## src/design/mbe_pkg.sv

```systemverilog
// Shared types, register indexes and constants of the escape-time evaluator
`default_nettype none
package mbe_pkg;

    localparam int CFG_INDEX_BITS = 2;
    localparam int CFG_DATA_BITS  = 16;
    localparam int DIM_BITS       = 13;
    localparam int ITER_BITS      = 16;
    localparam int MUL_DIGIT_BITS = 16;

    localparam logic [CFG_INDEX_BITS-1:0] REG_FRAME_WIDTH    = 2'd0;
    localparam logic [CFG_INDEX_BITS-1:0] REG_FRAME_HEIGHT   = 2'd1;
    localparam logic [CFG_INDEX_BITS-1:0] REG_MAX_ITERATIONS = 2'd2;

    localparam logic [DIM_BITS-1:0]  FRAME_WIDTH_RST    = 13'd500;
    localparam logic [DIM_BITS-1:0]  FRAME_HEIGHT_RST   = 13'd300;
    localparam logic [ITER_BITS-1:0] MAX_ITERATIONS_RST = 16'd50;

    typedef enum logic [1:0] {
        MUL_XX,
        MUL_YY,
        MUL_XY
    } mul_op_t;

    typedef enum logic [3:0] {
        ST_IDLE,
        ST_DIV_GO,
        ST_DIV_RE,
        ST_DIV_IM,
        ST_CHECK,
        ST_MUL_XX,
        ST_MUL_YY,
        ST_MUL_XY,
        ST_FINISH
    } state_t;

    typedef struct packed {
        logic    load;
        logic    div_start;
        logic    div_sel_im;
        logic    take_re;
        logic    take_im;
        logic    mul_start;
        mul_op_t mul_op;
        logic    take_xx;
        logic    take_yy;
        logic    update;
        logic    finish;
    } mbe_cmd_t;

    typedef struct packed {
        logic div_done;
        logic mul_done;
        logic limit_hit;
        logic box_escape;
        logic sum_escape;
    } mbe_status_t;

endpackage
`default_nettype wire

```

## src/design/mandelbrot_escape_time.sv

```systemverilog
// Top level of the escape-time evaluator: controller plus datapath
//
// channel  dir  handshake             payload
// in       in   in_valid / in_stall   pixel_col, pixel_row
// out      out  out_valid / out_stall out_col, out_row, iteration_count, inside_set
// cfg      in   cfg_we                cfg_index, cfg_data
//
// One item at a time. Two scaling divisions come first (one quotient bit a cycle;
// a saturated axis skips the bit loop), then each iteration makes one check and the
// multiplies x*x, y*y and 2*x*y (2*x*y skipped on a sum escape), each over ND =
// ceil((FRAC_BITS+3)/16) digits, one multiplier digit a cycle.
// Reset clears control state and loads the register defaults; no clearing pass.
// A new item is taken while the previous result waits on out_stall.
`default_nettype none
module mandelbrot_escape_time #(
    parameter int COORD_BITS = 12,
    parameter int FRAC_BITS  = 26
) (
    input  wire logic                               clk,
    input  wire logic                               rst_n,
    input  wire logic                               in_valid,
    output logic                                    in_stall,
    input  wire logic [COORD_BITS-1:0]              pixel_col,
    input  wire logic [COORD_BITS-1:0]              pixel_row,
    output logic                                    out_valid,
    input  wire logic                               out_stall,
    output logic [COORD_BITS-1:0]                   out_col,
    output logic [COORD_BITS-1:0]                   out_row,
    output logic [mbe_pkg::ITER_BITS-1:0]           iteration_count,
    output logic                                    inside_set,
    input  wire logic                               cfg_we,
    input  wire logic [mbe_pkg::CFG_INDEX_BITS-1:0] cfg_index,
    input  wire logic [mbe_pkg::CFG_DATA_BITS-1:0]  cfg_data
);

    mbe_pkg::mbe_cmd_t    cmd;
    mbe_pkg::mbe_status_t status;

    mbe_ctrl u_ctrl (
        .clk       (clk),
        .rst_n     (rst_n),
        .in_valid  (in_valid),
        .in_stall  (in_stall),
        .out_valid (out_valid),
        .out_stall (out_stall),
        .cmd       (cmd),
        .status    (status)
    );

    mbe_datapath #(
        .COORD_BITS (COORD_BITS),
        .FRAC_BITS  (FRAC_BITS)
    ) u_datapath (
        .clk             (clk),
        .rst_n           (rst_n),
        .cmd             (cmd),
        .status          (status),
        .pixel_col       (pixel_col),
        .pixel_row       (pixel_row),
        .cfg_we          (cfg_we),
        .cfg_index       (cfg_index),
        .cfg_data        (cfg_data),
        .out_col         (out_col),
        .out_row         (out_row),
        .iteration_count (iteration_count),
        .inside_set      (inside_set)
    );

endmodule
`default_nettype wire

```

## src/design/mbe_div.sv

```systemverilog
// Restoring divider: (2*num)/den as a signed fixed-point word, one quotient bit a cycle
`default_nettype none
module mbe_div #(
    parameter int NUM_BITS  = 14,
    parameter int FRAC_BITS = 26
) (
    input  wire logic                                clk,
    input  wire logic                                rst_n,
    input  wire logic                                start,
    input  wire logic signed [NUM_BITS-1:0]          num,
    input  wire logic [mbe_pkg::DIM_BITS-1:0]        den,
    output logic                                     done,
    output logic signed [FRAC_BITS+5:0]              quot
);

    localparam int WORD_BITS = FRAC_BITS + 6;
    localparam int QB        = FRAC_BITS + 5;
    localparam int R_BITS    = mbe_pkg::DIM_BITS + 5;
    localparam int CW        = ((NUM_BITS > R_BITS) ? NUM_BITS : R_BITS) + 1;
    localparam int CNT_BITS  = $clog2(QB);
    localparam logic [CNT_BITS-1:0] LAST = CNT_BITS'(QB - 1);
    localparam logic [WORD_BITS-1:0] WORD_MAX = {1'b0, {(WORD_BITS-1){1'b1}}};
    localparam logic [WORD_BITS-1:0] WORD_MIN = {1'b1, {(WORD_BITS-1){1'b0}}};

    logic                busy_reg, busy_next;
    logic                done_reg, done_next;
    logic [CNT_BITS-1:0] cnt_reg, cnt_next;
    logic                neg_reg;
    logic                sat_reg;
    logic [QB-1:0]       q_reg;
    logic [R_BITS-1:0]   r_reg;
    logic [R_BITS-1:0]   den32_reg;

    logic [NUM_BITS-1:0] num_mag;
    logic [CW-1:0]       n_ext;
    logic [R_BITS-1:0]   den32;
    logic                start_sat;
    logic [R_BITS:0]     r2;
    logic [R_BITS:0]     r_diff;
    logic                ge;
    logic [WORD_BITS-1:0] q_adj;

    assign num_mag   = num[NUM_BITS-1] ? NUM_BITS'(-num) : NUM_BITS'(num);
    assign n_ext     = CW'({num_mag[NUM_BITS-2:0], 1'b0});
    assign den32     = {den, 5'b00000};
    assign start_sat = n_ext >= CW'(den32);

    assign r2     = {r_reg, 1'b0};
    assign r_diff = r2 - {1'b0, den32_reg};
    assign ge     = r2 >= {1'b0, den32_reg};

    always_comb
    begin
        busy_next = busy_reg;
        done_next = 1'b0;
        cnt_next  = cnt_reg;
        if (start)
        begin
            busy_next = !start_sat;
            done_next = start_sat;
            cnt_next  = '0;
        end
        else if (busy_reg)
        begin
            cnt_next = cnt_reg + 1'b1;
            if (cnt_reg == LAST)
            begin
                busy_next = 1'b0;
                done_next = 1'b1;
            end
        end
    end

    always_ff @(posedge clk or negedge rst_n)
    begin
        if (!rst_n)
        begin
            busy_reg <= 1'b0;
            done_reg <= 1'b0;
            cnt_reg  <= '0;
        end
        else
        begin
            busy_reg <= busy_next;
            done_reg <= done_next;
            cnt_reg  <= cnt_next;
        end
    end

    always_ff @(posedge clk)
    begin
        if (start)
        begin
            neg_reg   <= num[NUM_BITS-1];
            sat_reg   <= start_sat;
            den32_reg <= den32;
            r_reg     <= n_ext[R_BITS-1:0];
            q_reg     <= '0;
        end
        else if (busy_reg)
        begin
            r_reg <= ge ? r_diff[R_BITS-1:0] : r2[R_BITS-1:0];
            q_reg <= {q_reg[QB-2:0], ge};
        end
    end

    // negative quotients round toward minus infinity: bump magnitude on a remainder
    assign q_adj = {1'b0, q_reg} + WORD_BITS'(neg_reg && (r_reg != '0));
    assign done  = done_reg;

    always_comb
    begin
        if (sat_reg)
            quot = neg_reg ? WORD_MIN : WORD_MAX;
        else if (neg_reg)
            quot = ~q_adj + 1'b1;
        else
            quot = q_adj;
    end

endmodule
`default_nettype wire

```

## src/design/mbe_mul.sv

```systemverilog
// Sign-magnitude multiplier, one 16-bit digit of b a cycle, floored fixed-point result
`default_nettype none
module mbe_mul #(
    parameter int MAG_BITS  = 29,
    parameter int FRAC_BITS = 26
) (
    input  wire logic                      clk,
    input  wire logic                      rst_n,
    input  wire logic                      start,
    input  wire logic [MAG_BITS-1:0]       a_mag,
    input  wire logic [MAG_BITS-1:0]       b_mag,
    input  wire logic                      neg,
    output logic                           done,
    output logic signed [FRAC_BITS+5:0]    prod
);

    localparam int WORD_BITS = FRAC_BITS + 6;
    localparam int DIG       = mbe_pkg::MUL_DIGIT_BITS;
    localparam int ND        = (MAG_BITS + DIG - 1) / DIG;
    localparam int BW        = ND * DIG;
    localparam int SW        = MAG_BITS + DIG;
    localparam int PW        = MAG_BITS + BW;
    localparam int CNT_BITS  = $clog2(ND + 1);
    localparam logic [CNT_BITS-1:0] LAST = CNT_BITS'(ND - 1);

    logic                busy_reg, busy_next;
    logic                done_reg, done_next;
    logic [CNT_BITS-1:0] cnt_reg, cnt_next;
    logic [MAG_BITS-1:0] a_reg;
    logic [BW-1:0]       b_reg;
    logic [MAG_BITS-1:0] acc_reg;
    logic [BW-1:0]       lo_reg;
    logic                neg_reg;

    logic [SW-1:0]        part;
    logic [SW-1:0]        sum;
    logic [BW+DIG-1:0]    lo_cat;
    logic [BW+DIG-1:0]    b_cat;
    logic [PW-1:0]        full;
    logic [WORD_BITS-1:0] m;
    logic [WORD_BITS-1:0] m_adj;
    logic                 sticky;

    assign part   = a_reg * b_reg[DIG-1:0];
    assign sum    = SW'(acc_reg) + part;
    assign lo_cat = {sum[DIG-1:0], lo_reg};
    assign b_cat  = {{DIG{1'b0}}, b_reg};

    always_comb
    begin
        busy_next = busy_reg;
        done_next = 1'b0;
        cnt_next  = cnt_reg;
        if (start)
        begin
            busy_next = 1'b1;
            cnt_next  = '0;
        end
        else if (busy_reg)
        begin
            cnt_next = cnt_reg + 1'b1;
            if (cnt_reg == LAST)
            begin
                busy_next = 1'b0;
                done_next = 1'b1;
            end
        end
    end

    always_ff @(posedge clk or negedge rst_n)
    begin
        if (!rst_n)
        begin
            busy_reg <= 1'b0;
            done_reg <= 1'b0;
            cnt_reg  <= '0;
        end
        else
        begin
            busy_reg <= busy_next;
            done_reg <= done_next;
            cnt_reg  <= cnt_next;
        end
    end

    // low digits drop into lo_reg, so {acc, lo} ends as the full product
    always_ff @(posedge clk)
    begin
        if (start)
        begin
            a_reg   <= a_mag;
            b_reg   <= BW'(b_mag);
            neg_reg <= neg;
            acc_reg <= '0;
            lo_reg  <= '0;
        end
        else if (busy_reg)
        begin
            acc_reg <= sum[SW-1:DIG];
            lo_reg  <= lo_cat[BW+DIG-1:DIG];
            b_reg   <= b_cat[BW+DIG-1:DIG];
        end
    end

    assign full   = {acc_reg, lo_reg};
    assign m      = full[FRAC_BITS+WORD_BITS-1:FRAC_BITS];
    assign sticky = |full[FRAC_BITS-1:0];
    assign m_adj  = m + WORD_BITS'(sticky);
    assign done   = done_reg;

    always_comb
    begin
        if (neg_reg)
            prod = ~m_adj + 1'b1;
        else
            prod = m;
    end

endmodule
`default_nettype wire

```

## src/design/mbe_datapath.sv

```systemverilog
// Datapath: configuration registers, pixel and orbit registers, divider and multiplier
`default_nettype none
module mbe_datapath #(
    parameter int COORD_BITS = 12,
    parameter int FRAC_BITS  = 26
) (
    input  wire logic                                 clk,
    input  wire logic                                 rst_n,
    input  wire mbe_pkg::mbe_cmd_t                    cmd,
    output mbe_pkg::mbe_status_t                      status,
    input  wire logic [COORD_BITS-1:0]                pixel_col,
    input  wire logic [COORD_BITS-1:0]                pixel_row,
    input  wire logic                                 cfg_we,
    input  wire logic [mbe_pkg::CFG_INDEX_BITS-1:0]   cfg_index,
    input  wire logic [mbe_pkg::CFG_DATA_BITS-1:0]    cfg_data,
    output logic [COORD_BITS-1:0]                     out_col,
    output logic [COORD_BITS-1:0]                     out_row,
    output logic [mbe_pkg::ITER_BITS-1:0]             iteration_count,
    output logic                                      inside_set
);

    localparam int WORD_BITS = FRAC_BITS + 6;
    localparam int MAG_BITS  = FRAC_BITS + 3;
    localparam int NUM_BITS  = (COORD_BITS + 2 > mbe_pkg::DIM_BITS + 1) ?
                               COORD_BITS + 2 : mbe_pkg::DIM_BITS + 1;
    localparam logic signed [WORD_BITS-1:0] TWO      = WORD_BITS'(1) << (FRAC_BITS + 1);
    localparam logic signed [WORD_BITS-1:0] NEG_TWO  = -TWO;
    localparam logic signed [WORD_BITS:0]   FOUR     = (WORD_BITS+1)'(1) << (FRAC_BITS + 2);
    localparam logic signed [WORD_BITS-1:0] WORD_MAX = {1'b0, {(WORD_BITS-1){1'b1}}};
    localparam logic signed [WORD_BITS-1:0] WORD_MIN = {1'b1, {(WORD_BITS-1){1'b0}}};

    logic [mbe_pkg::DIM_BITS-1:0]  width_reg;
    logic [mbe_pkg::DIM_BITS-1:0]  height_reg;
    logic [mbe_pkg::ITER_BITS-1:0] iter_max_reg;

    logic [COORD_BITS-1:0]         col_reg;
    logic [COORD_BITS-1:0]         row_reg;
    logic signed [WORD_BITS-1:0]   c_re_reg;
    logic signed [WORD_BITS-1:0]   c_im_reg;
    logic signed [WORD_BITS-1:0]   x_reg;
    logic signed [WORD_BITS-1:0]   y_reg;
    logic signed [WORD_BITS-1:0]   xx_reg;
    logic signed [WORD_BITS-1:0]   yy_reg;
    logic [mbe_pkg::ITER_BITS-1:0] iter_reg;

    logic [COORD_BITS-1:0]         out_col_reg;
    logic [COORD_BITS-1:0]         out_row_reg;
    logic [mbe_pkg::ITER_BITS-1:0] out_iter_reg;
    logic                          out_inside_reg;

    logic [mbe_pkg::DIM_BITS-1:0]  w_eff;
    logic signed [NUM_BITS-1:0]    num_re;
    logic signed [NUM_BITS-1:0]    num_im;
    logic signed [NUM_BITS-1:0]    div_num;
    logic                          div_done;
    logic signed [WORD_BITS-1:0]   div_quot;

    logic [WORD_BITS-1:0]          x_mag;
    logic [WORD_BITS-1:0]          y_mag;
    logic [WORD_BITS:0]            x_mag2;
    logic [MAG_BITS-1:0]           mul_a;
    logic [MAG_BITS-1:0]           mul_b;
    logic                          mul_neg;
    logic                          mul_done;
    logic signed [WORD_BITS-1:0]   mul_prod;

    logic signed [WORD_BITS:0]     sum_sq;
    logic signed [WORD_BITS+1:0]   nx_full;
    logic signed [WORD_BITS+1:0]   ny_full;
    logic signed [WORD_BITS-1:0]   nx;
    logic signed [WORD_BITS-1:0]   ny;

    function automatic logic signed [WORD_BITS-1:0] sat_word(
        input logic signed [WORD_BITS+1:0] v
    );
        logic signed [WORD_BITS-1:0] r;
        if (v[WORD_BITS+1:WORD_BITS-1] == 3'b000 || v[WORD_BITS+1:WORD_BITS-1] == 3'b111)
            r = v[WORD_BITS-1:0];
        else if (v[WORD_BITS+1])
            r = WORD_MIN;
        else
            r = WORD_MAX;
        return r;
    endfunction

    always_ff @(posedge clk or negedge rst_n)
    begin
        if (!rst_n)
        begin
            width_reg    <= mbe_pkg::FRAME_WIDTH_RST;
            height_reg   <= mbe_pkg::FRAME_HEIGHT_RST;
            iter_max_reg <= mbe_pkg::MAX_ITERATIONS_RST;
        end
        else if (cfg_we)
        begin
            unique case (cfg_index)
                mbe_pkg::REG_FRAME_WIDTH:    width_reg    <= cfg_data[mbe_pkg::DIM_BITS-1:0];
                mbe_pkg::REG_FRAME_HEIGHT:   height_reg   <= cfg_data[mbe_pkg::DIM_BITS-1:0];
                mbe_pkg::REG_MAX_ITERATIONS: iter_max_reg <= cfg_data;
                default: ;
            endcase
        end
    end

    // zero width behaves as one
    assign w_eff   = (width_reg == '0) ? mbe_pkg::DIM_BITS'(1) : width_reg;
    assign num_re  = NUM_BITS'({col_reg, 1'b0}) - NUM_BITS'(w_eff);
    assign num_im  = NUM_BITS'({row_reg, 1'b0}) - NUM_BITS'(height_reg);
    assign div_num = cmd.div_sel_im ? num_im : num_re;

    mbe_div #(
        .NUM_BITS  (NUM_BITS),
        .FRAC_BITS (FRAC_BITS)
    ) u_div (
        .clk   (clk),
        .rst_n (rst_n),
        .start (cmd.div_start),
        .num   (div_num),
        .den   (w_eff),
        .done  (div_done),
        .quot  (div_quot)
    );

    // operands are only used once |x|,|y| <= 2 has been checked
    assign x_mag  = x_reg[WORD_BITS-1] ? WORD_BITS'(-x_reg) : WORD_BITS'(x_reg);
    assign y_mag  = y_reg[WORD_BITS-1] ? WORD_BITS'(-y_reg) : WORD_BITS'(y_reg);
    assign x_mag2 = {x_mag, 1'b0};

    always_comb
    begin
        case (cmd.mul_op)
            mbe_pkg::MUL_XX:
            begin
                mul_a   = x_mag[MAG_BITS-1:0];
                mul_b   = x_mag[MAG_BITS-1:0];
                mul_neg = 1'b0;
            end
            mbe_pkg::MUL_YY:
            begin
                mul_a   = y_mag[MAG_BITS-1:0];
                mul_b   = y_mag[MAG_BITS-1:0];
                mul_neg = 1'b0;
            end
            mbe_pkg::MUL_XY:
            begin
                mul_a   = x_mag2[MAG_BITS-1:0];
                mul_b   = y_mag[MAG_BITS-1:0];
                mul_neg = x_reg[WORD_BITS-1] ^ y_reg[WORD_BITS-1];
            end
            default:
            begin
                mul_a   = '0;
                mul_b   = '0;
                mul_neg = 1'b0;
            end
        endcase
    end

    mbe_mul #(
        .MAG_BITS  (MAG_BITS),
        .FRAC_BITS (FRAC_BITS)
    ) u_mul (
        .clk   (clk),
        .rst_n (rst_n),
        .start (cmd.mul_start),
        .a_mag (mul_a),
        .b_mag (mul_b),
        .neg   (mul_neg),
        .done  (mul_done),
        .prod  (mul_prod)
    );

    // y*y arrives straight from the multiplier when the sum is tested
    assign sum_sq  = {xx_reg[WORD_BITS-1], xx_reg} + {mul_prod[WORD_BITS-1], mul_prod};
    assign nx_full = {{2{xx_reg[WORD_BITS-1]}}, xx_reg} - {{2{yy_reg[WORD_BITS-1]}}, yy_reg}
                   + {{2{c_re_reg[WORD_BITS-1]}}, c_re_reg};
    assign ny_full = {{2{mul_prod[WORD_BITS-1]}}, mul_prod}
                   + {{2{c_im_reg[WORD_BITS-1]}}, c_im_reg};
    assign nx      = sat_word(nx_full);
    assign ny      = sat_word(ny_full);

    always_ff @(posedge clk)
    begin
        if (cmd.load)
        begin
            col_reg  <= pixel_col;
            row_reg  <= pixel_row;
            x_reg    <= '0;
            y_reg    <= '0;
            iter_reg <= '0;
        end
        else if (cmd.update)
        begin
            x_reg    <= nx;
            y_reg    <= ny;
            iter_reg <= iter_reg + 1'b1;
        end
        if (cmd.take_re)
            c_re_reg <= div_quot;
        if (cmd.take_im)
            c_im_reg <= div_quot;
        if (cmd.take_xx)
            xx_reg <= mul_prod;
        if (cmd.take_yy)
            yy_reg <= mul_prod;
        if (cmd.finish)
        begin
            out_col_reg    <= col_reg;
            out_row_reg    <= row_reg;
            out_iter_reg   <= iter_reg;
            out_inside_reg <= iter_reg >= iter_max_reg;
        end
    end

    assign status.div_done   = div_done;
    assign status.mul_done   = mul_done;
    assign status.limit_hit  = iter_reg >= iter_max_reg;
    assign status.box_escape = (x_reg > TWO) || (x_reg < NEG_TWO)
                            || (y_reg > TWO) || (y_reg < NEG_TWO);
    assign status.sum_escape = sum_sq > FOUR;

    assign out_col         = out_col_reg;
    assign out_row         = out_row_reg;
    assign iteration_count = out_iter_reg;
    assign inside_set      = out_inside_reg;

endmodule
`default_nettype wire

```

## src/design/mbe_ctrl.sv

```systemverilog
// Controller: sequences scaling divisions and orbit iterations, owns the handshakes
`default_nettype none
module mbe_ctrl (
    input  wire logic                  clk,
    input  wire logic                  rst_n,
    input  wire logic                  in_valid,
    output logic                       in_stall,
    output logic                       out_valid,
    input  wire logic                  out_stall,
    output mbe_pkg::mbe_cmd_t          cmd,
    input  wire mbe_pkg::mbe_status_t  status
);

    mbe_pkg::state_t state_reg, state_next;
    logic            out_valid_reg, out_valid_next;
    logic            out_free;

    assign out_free = !out_valid_reg || !out_stall;

    always_comb
    begin
        state_next = state_reg;
        unique case (state_reg)
            mbe_pkg::ST_IDLE:
                if (in_valid)
                    state_next = mbe_pkg::ST_DIV_GO;
            mbe_pkg::ST_DIV_GO:
                state_next = mbe_pkg::ST_DIV_RE;
            mbe_pkg::ST_DIV_RE:
                if (status.div_done)
                    state_next = mbe_pkg::ST_DIV_IM;
            mbe_pkg::ST_DIV_IM:
                if (status.div_done)
                    state_next = mbe_pkg::ST_CHECK;
            mbe_pkg::ST_CHECK:
                if (status.limit_hit || status.box_escape)
                    state_next = mbe_pkg::ST_FINISH;
                else
                    state_next = mbe_pkg::ST_MUL_XX;
            mbe_pkg::ST_MUL_XX:
                if (status.mul_done)
                    state_next = mbe_pkg::ST_MUL_YY;
            mbe_pkg::ST_MUL_YY:
                if (status.mul_done)
                    state_next = status.sum_escape ? mbe_pkg::ST_FINISH : mbe_pkg::ST_MUL_XY;
            mbe_pkg::ST_MUL_XY:
                if (status.mul_done)
                    state_next = mbe_pkg::ST_CHECK;
            mbe_pkg::ST_FINISH:
                if (out_free)
                    state_next = mbe_pkg::ST_IDLE;
            default:
                state_next = mbe_pkg::ST_IDLE;
        endcase

        out_valid_next = out_valid_reg;
        if (state_reg == mbe_pkg::ST_FINISH && out_free)
            out_valid_next = 1'b1;
        else if (out_valid_reg && !out_stall)
            out_valid_next = 1'b0;
    end

    // the im division, y*y and 2*x*y start in the cycle the prior result is taken
    always_comb
    begin
        cmd        = '0;
        cmd.mul_op = mbe_pkg::MUL_XX;
        unique case (state_reg)
            mbe_pkg::ST_IDLE:
                cmd.load = in_valid;
            mbe_pkg::ST_DIV_GO:
                cmd.div_start = 1'b1;
            mbe_pkg::ST_DIV_RE:
                if (status.div_done)
                begin
                    cmd.take_re    = 1'b1;
                    cmd.div_start  = 1'b1;
                    cmd.div_sel_im = 1'b1;
                end
            mbe_pkg::ST_DIV_IM:
                cmd.take_im = status.div_done;
            mbe_pkg::ST_CHECK:
                cmd.mul_start = !(status.limit_hit || status.box_escape);
            mbe_pkg::ST_MUL_XX:
                if (status.mul_done)
                begin
                    cmd.take_xx   = 1'b1;
                    cmd.mul_start = 1'b1;
                    cmd.mul_op    = mbe_pkg::MUL_YY;
                end
            mbe_pkg::ST_MUL_YY:
                if (status.mul_done)
                begin
                    cmd.take_yy   = 1'b1;
                    cmd.mul_start = !status.sum_escape;
                    cmd.mul_op    = mbe_pkg::MUL_XY;
                end
            mbe_pkg::ST_MUL_XY:
                cmd.update = status.mul_done;
            mbe_pkg::ST_FINISH:
                cmd.finish = out_free;
            default: ;
        endcase
    end

    always_ff @(posedge clk or negedge rst_n)
    begin
        if (!rst_n)
        begin
            state_reg     <= mbe_pkg::ST_IDLE;
            out_valid_reg <= 1'b0;
        end
        else
        begin
            state_reg     <= state_next;
            out_valid_reg <= out_valid_next;
        end
    end

    assign in_stall  = state_reg != mbe_pkg::ST_IDLE;
    assign out_valid = out_valid_reg;

endmodule
`default_nettype wire

```

## config.mk

```make
export PLATFORM = sky130hd
export DESIGN_NAME = mandelbrot_escape_time
export DESIGN_NICKNAME = d
export VERILOG_FILES = /design/src/design/mbe_pkg.sv /design/src/design/mandelbrot_escape_time.sv /design/src/design/mbe_div.sv /design/src/design/mbe_mul.sv /design/src/design/mbe_datapath.sv /design/src/design/mbe_ctrl.sv
export SDC_FILE = /design/constraint.sdc
export NUM_CORES = 2
export LEC_CHECK = 0
export BUFFER_PORTS_ARGS = -buffer_cell sky130_fd_sc_hd__buf_2
export CAP_MARGIN = 15
export CORE_MARGIN = 3
export CORE_UTILIZATION = 60
export CTS_CLUSTER_DIAMETER = 150
export DETAILED_ROUTE_END_ITERATION = 8
export GPL_TIMING_DRIVEN = 1
export PLACE_DENSITY = 0.87
export SLEW_MARGIN = 15
export SYNTH_ARGS = -nofsm -noshare
export SYNTH_HDL_FRONTEND = slang
export SYNTH_HIERARCHICAL = 1
export SYNTH_SLANG_ARGS = --single-unit
```

## constraint.sdc

```tcl
create_clock -name clk -period 11.63 [get_ports clk]
set_input_delay 2.326 -clock clk [delete_from_list [all_inputs] [get_ports clk]]
set_output_delay 2.326 -clock clk [all_outputs]
set_load 0.02 [all_outputs]
```

; Word-level counts from Yosys, hierarchy flattened
; Cells that the tools add are included.
; W data, S select, Z words.
[op_classes]
n_addsub = 18
multipliers = 1
div = 0
order_cmp = 8
n_eq_ne = 23
shifts = 0
n_mux = 62
bitwise_logic = 3
reduce_logical = 32
[op_table]
columns = operator, count
row1 = $mux W32, 8
row2 = $mux W29, 4
row3 = $pmux W29 S3, 1
row4 = $add A32 B32 Y33, 2
row5 = $add A32 B1 Y32 const B, 2
row6 = $gt A32 B29 Y1 const B, 2
row7 = $lt A32 B28 Y1 const B, 2
row8 = $not A32 Y32, 2
row9 = $neg A29 Y29, 2
row10 = $pmux W29 S2, 1
row11 = $add A29 B45 Y45, 1
row12 = $mul A29 B16 Y45, 1
row13 = $mux W14, 3
row14 = $mux W4, 10
row15 = $pmux W4 S9, 1
row16 = $add A34 B34 Y34, 1
row17 = $gt A33 B30 Y1 const B, 1
row18 = $sub A32 B32 Y33, 1
row19 = $add A31 B1 Y32, 1
row20 = $add A32 B1 Y32, 1
row21 = $sub A13 B13 Y14, 2
row22 = $mux W13, 2
row23 = $reduce_or A26 Y1, 1
row24 = $mux W1, 21
row25 = 39 further kinds, 74
[word_totals]
reg_bits = 515
latchBits = 0
mem_bits_rw = 0
mem_bits_ro = 0
inputBits = 47
output_inout_bits = 43
elab_cells = 182
mem_count = 0

; Longest topological paths before layout
[logic_depth]
word_depth = 14
ltp_mapped = 39
mapped_depth_nobuf = 34

; By module
; The synthesis kept the hierarchy.
[by_module_without_submodules]
columns = module, instances, cells_each, area_per_inst_um2, seq_area_each_um2
row1 = mbe_mul, 1, 2385, 21612.0, 3093.0
row2 = mbe_datapath, 1, 2177, 20418.3, 8464.4
row3 = mbe_div, 1, 742, 5925.7, 1716.6
row4 = mbe_ctrl, 1, 62, 450.4, 125.1

; Worst setup path after synthesis
; No wires, ideal clock.
[synth_path]
path_kind = register to register
from = reg u_datapath.u_mul.lo_reg[1]
to = reg u_datapath.u_mul.b_reg[0], enable pin
setup_ns = 0.405
arrival_ns = 10.124
required_time_ns = 11.225
slack_ns = 1.101
stages_incl_launch_ff = 36
n_path_buf = 4
path_cell_list = dfxtp_1 or4_1 nor4_1 nand4_1 ha_1 ha_1 clkbuf_1 a311o_1 o21ai_0 a21oi_1 nand4bb_1 clkbuf_1 nor3_2 nand4_1 xnor2_1 nand2_1 xnor2_1 ha_1 clkbuf_1 mux2_2 a2111oi_0 o2111ai_1 nor4b_1 o2111ai_1 or4_1 nor4_1 nand4_1 o41ai_1 a41oi_1 a21o_1 nor3b_1 o21ai_0 a21oi_1 nor2_1 clkinv_1 clkbuf_1
[synth_lines]
columns = element, line
row1 = from (decl), mbe_mul.sv:32  ; logic [BW-1:0] lo_reg;
row2 = from (signal assigned), mbe_mul.sv:100  ; lo_reg <= lo_cat[BW+DIG-1:DIG];
row3 = to (signal assigned), mbe_mul.sv:92  ; b_reg <= BW'(b_mag);
row4 = to (signal assigned), mbe_mul.sv:101  ; b_reg <= b_cat[BW+DIG-1:DIG];
row5 = to (decl), mbe_mul.sv:30  ; logic [BW-1:0] b_reg;

==> flow_results.xml <==
<?xml version="1.0" encoding="UTF-8"?>
<metrics>
  <group name="min_path">
    <metric name="worst_hold_path_type" unit="">reg -&gt; reg</metric>
  </group>
  <group name="layout">
    <metric name="fillers" unit="">6099</metric>
    <metric name="synthToLayoutAreaGrowth" unit="%">5.36</metric>
    <metric name="finish.net_count" unit="">6043</metric>
    <metric name="drive_gt1_share" unit="%">5.94</metric>
  </group>
  <group name="timing">
    <metric name="rsz_0062_raised_after_global_routing" unit="">false</metric>
    <metric name="report.final.slew_viol_count" unit="">0</metric>
    <metric name="finalCriticalPeriod" unit="ps">10680</metric>
    <metric name="hold_violations" unit="">0</metric>
    <metric name="finalClockSkew" unit="ps">39.2</metric>
    <metric name="setup_tns" unit="ps">0</metric>
    <metric name="setup_slack" unit="ps">948</metric>
    <metric name="max_fclk" unit="MHz">93.6</metric>
    <metric name="slew_worst_pin" unit="ps">1260</metric>
    <metric name="worst_slew_margin_rel" unit="%">16.0</metric>
    <metric name="layout_worst_path_cycle_share" unit="%">91.9</metric>
    <metric name="setup_viol_count_final" unit="">0</metric>
  </group>
  <group name="logic_synthesis">
    <metric name="synth_warnings" unit="">6</metric>
    <metric name="postSynthNetCount" unit="">6152</metric>
    <metric name="yosys_most_used_dff" unit="">sky130_fd_sc_hd__edfxtp_1</metric>
    <metric name="synth.cell_area" unit="um^2">48400</metric>
    <metric name="synth.ff_latch_count" unit="">514</metric>
    <metric name="avgSynthCellArea" unit="um^2">9.02</metric>
    <metric name="portion_of_synthesized_cell_area_occupied_by_the_leading_cell_type" unit="%">18.3</metric>
    <metric name="async_flop_share" unit="%">11.3</metric>
    <metric name="synth_top_area_cell" unit="">sky130_fd_sc_hd__fa_1</metric>
    <metric name="synth.area.top_cells" unit="">sky130_fd_sc_hd__fa_1 (18%), sky130_fd_sc_hd__edfxtp_1 (17%), sky130_fd_sc_hd__ha_1 (7.7%)</metric>
    <metric name="netlist_instances" unit="">5366</metric>
    <metric name="yosysMostFrequentCell" unit="">sky130_fd_sc_hd__inv_1</metric>
    <metric name="synth_commonest_cells" unit="">sky130_fd_sc_hd__inv_1 (767), sky130_fd_sc_hd__nand2_1 (665), sky130_fd_sc_hd__fa_1 (442), sky130_fd_sc_hd__nor2_1 (331), sky130_fd_sc_hd__ha_1 (297)</metric>
    <metric name="synth_seq_area_share" unit="%">27.7</metric>
    <metric name="synth.distinct_cells" unit="">101</metric>
    <metric name="synth_enable_flop_cells" unit="">280</metric>
  </group>
  <group name="worst_setup_path">
    <metric name="path_class" unit="">reg -&gt; reg</metric>
    <metric name="worst_ep_required_time" unit="ps">12080</metric>
    <metric name="cp-end-kind" unit="">flop</metric>
    <metric name="critPathArrivalTime" unit="ps">11130</metric>
    <metric name="crit_path_max_fanout" unit="">42</metric>
    <metric name="start_kind" unit="">flop</metric>
    <metric name="worst_path_largest_cell_delay" unit="ps">700</metric>
    <metric name="timing.critical_path.slowest_stage_cell" unit="">sky130_fd_sc_hd__nand2b_1</metric>
    <metric name="crit_top_cell" unit="">sky130_fd_sc_hd__ha_1</metric>
  </group>
  <group name="clocking">
    <metric name="holdBufCountCts" unit="">0</metric>
    <metric name="clkSlewWorstSetupHoldPaths" unit="ps">70</metric>
    <metric name="numCtsBuffers" unit="">50</metric>
    <metric name="clock_insertion_delay_worst_skew" unit="ps">630</metric>
    <metric name="postCtsResizedCells" unit="">0</metric>
    <metric name="cts_tree" unit="">yes</metric>
    <metric name="clock_sink_count" unit="">514</metric>
    <metric name="htreeDepth" unit="">2</metric>
    <metric name="cts-root-to-sink-buffers" unit="">3</metric>
    <metric name="post-cts-setup-buffers" unit="">0</metric>
    <metric name="cts_root_buffer" unit="">sky130_fd_sc_hd__clkbuf_16</metric>
  </group>
  <group name="drt">
    <metric name="detail_route.wirelength.met1" unit="mm">49.6</metric>
    <metric name="route.detailed.vias_per_inst" unit="">6.10</metric>
    <metric name="post_route_drc_violation_count" unit="">0</metric>
    <metric name="drt_pre_antenna_iters" unit="">7</metric>
    <metric name="detail_route.iter0.violations" unit="">3888</metric>
    <metric name="totalWireLength" unit="mm">126</metric>
    <metric name="route.met3.wl" unit="mm">9.13</metric>
    <metric name="dr_wl_met2" unit="mm">60.8</metric>
    <metric name="ant_nets" unit="">0</metric>
    <metric name="detailroute.via_count" unit="">38700</metric>
    <metric name="drt-wirelength-per-cell" unit="um">19.8</metric>
    <metric name="route.top_layer_used" unit="">met4</metric>
  </group>
  <group name="die">
    <metric name="floorplan.die_area" unit="um^2">84100</metric>
    <metric name="number_of_placed_i_o_pins" unit="">90</metric>
    <metric name="fp.coreArea" unit="um^2">79400</metric>
    <metric name="die_w" unit="um">290</metric>
    <metric name="core_rows" unit="">103</metric>
    <metric name="floorplan.initialDensity" unit="%">61.0</metric>
    <metric name="floorplan.die.height" unit="um">290</metric>
  </group>
  <group name="flow_run">
    <metric name="timing.max_cap.violations" unit="">0</metric>
  </group>
  <group name="grt">
    <metric name="grt_remaining_overflow" unit="">0</metric>
    <metric name="grt_use_total" unit="%">29.6</metric>
    <metric name="first_pass_grt_wire_length" unit="mm">204</metric>
    <metric name="antenna_violations_before_repair" unit="">3</metric>
    <metric name="via_count_of_the_first_global_routing_pass" unit="">38900</metric>
    <metric name="maximum_number_of_pins_on_one_net_before_global_route_repair" unit="">104</metric>
  </group>
  <group name="place">
    <metric name="place.port_buffers" unit="">89</metric>
    <metric name="dpl_worst_slack" unit="ps">1250</metric>
    <metric name="hpwl" unit="mm">95.6</metric>
    <metric name="gpl.final_weighted_congestion" unit="">0.991</metric>
  </group>
  <group name="status">
    <metric name="outcome" unit="">finished, final reports clean</metric>
  </group>
</metrics>
==> metal layers <==
metal / track usage (%) / vias up
li1: - / 17700
met4: 13.0 / 0
met3: 4.31 / 365
met2: 50.0 / 1775
met1: 38.0 / 18900
met5: 0 / -
==> path summary, 6_finish.rpt <==
| kind | depth (start not counted) | slack (ps) | endpoint | startpoint |
|---|---|---|---|---|
| max in group asynchronous | 2 | 9130 | u_datapath/u_mul/busy_reg$_DFF_PN0_ | rst_n |
| worst min register to register | 0 | 460 | u_datapath/out_row[8]$_DFFE_PP_ | u_datapath/row_reg[8]$_DFFE_PP_ |
| worst max register to register | 33 | 950 | u_datapath/u_mul/acc_reg[7]$_SDFFE_PP0P_ | u_datapath/u_mul/lo_reg[1]$_SDFFE_PP0P_ |
| min in group asynchronous | 2 | 1880 | u_datapath/height_reg[10]$_DFFE_PN0P_ | rst_n |
| worst max-delay path | 33 | 950 | u_datapath/u_mul/acc_reg[7]$_SDFFE_PP0P_ | u_datapath/u_mul/lo_reg[1]$_SDFFE_PP0P_ |
| worst min-delay path | 0 | 460 | u_datapath/out_row[8]$_DFFE_PP_ | u_datapath/row_reg[8]$_DFFE_PP_ |
==> logic make-up (layout without fill, tap and decap cells) <==
logic type / after synthesis / count (layout) / synth area share, %
AO/OA/AOI/OAI: 961 / 961 / 12.9
XOR/XNOR: 313 / 313 / 5.66
adder cells (fa/ha/maj): 739 / 739 / 26.0
buffers and inverters: 1050 / 983 / 8.48
flip-flops: 514 / 514 / 27.7
multiplexers: 125 / 125 / 2.72
other: 0 / 3 / 0
AND/OR/NAND/NOR: 1664 / 1664 / 16.6
==> area by class of cell <==
type	count	area [um^2]	share of cell area, %
diodes	3	7.51	0.0147
clock buffers	63	1330	2.61
clock inverters	31	370	0.726
inverters	770	2890	5.67
multi-input cells	3802	31000	60.8
flip-flops and latches	514	13400	26.3
well taps	1050	1310	2.58
repair buffers	119	698	1.37
==> cell usage in the layout, fill, tap and decap left out, drive strengths merged, types with 39 or more instances in the layout <==
cell	n
inv	767
nand2	665
fa	442
nor2	331
ha	297
edfxtp	280
a21oi	234
and2	221
o21ai	217
xnor2	215
dfxtp	176
buf	119
nand3	105
xor2	98
a21o	82
mux2i	74
a211oi	67
clkbuf	63
nor3	56
nand4	55
mux2	51
a31oi	45
dfrtp	45
a311oi	39
==> per-stage QoR <==
step | hold slack (ps) | std cells | util [%] | cell area, um^2
finish | 462 | 6352 | 64.2 | 51000
global route | 482 | 6351 | 64.2 | 51000
CTS | 468 | 6347 | 64.2 | 50900
detailed placement | 448 | 6253 | 62.0 | 49200
global placement | 447 | 6253 | 62.0 | 49200
floorplan | 431 | 5366 | - | 48400
==> critical path: cells and delay by family, from the launching register on <==
family	cells	cell delay (ps)
simple gates	16	4760
compound gates	10	2970
fa+ha+maj	3	1050
xor+xnor	2	690
buf+inv	1	430
flops	1	310
mux	1	290
Power is left out: the tool's default activity adds up to more than one toggle a clock period on the data nets, which glitch-free logic cannot reach.
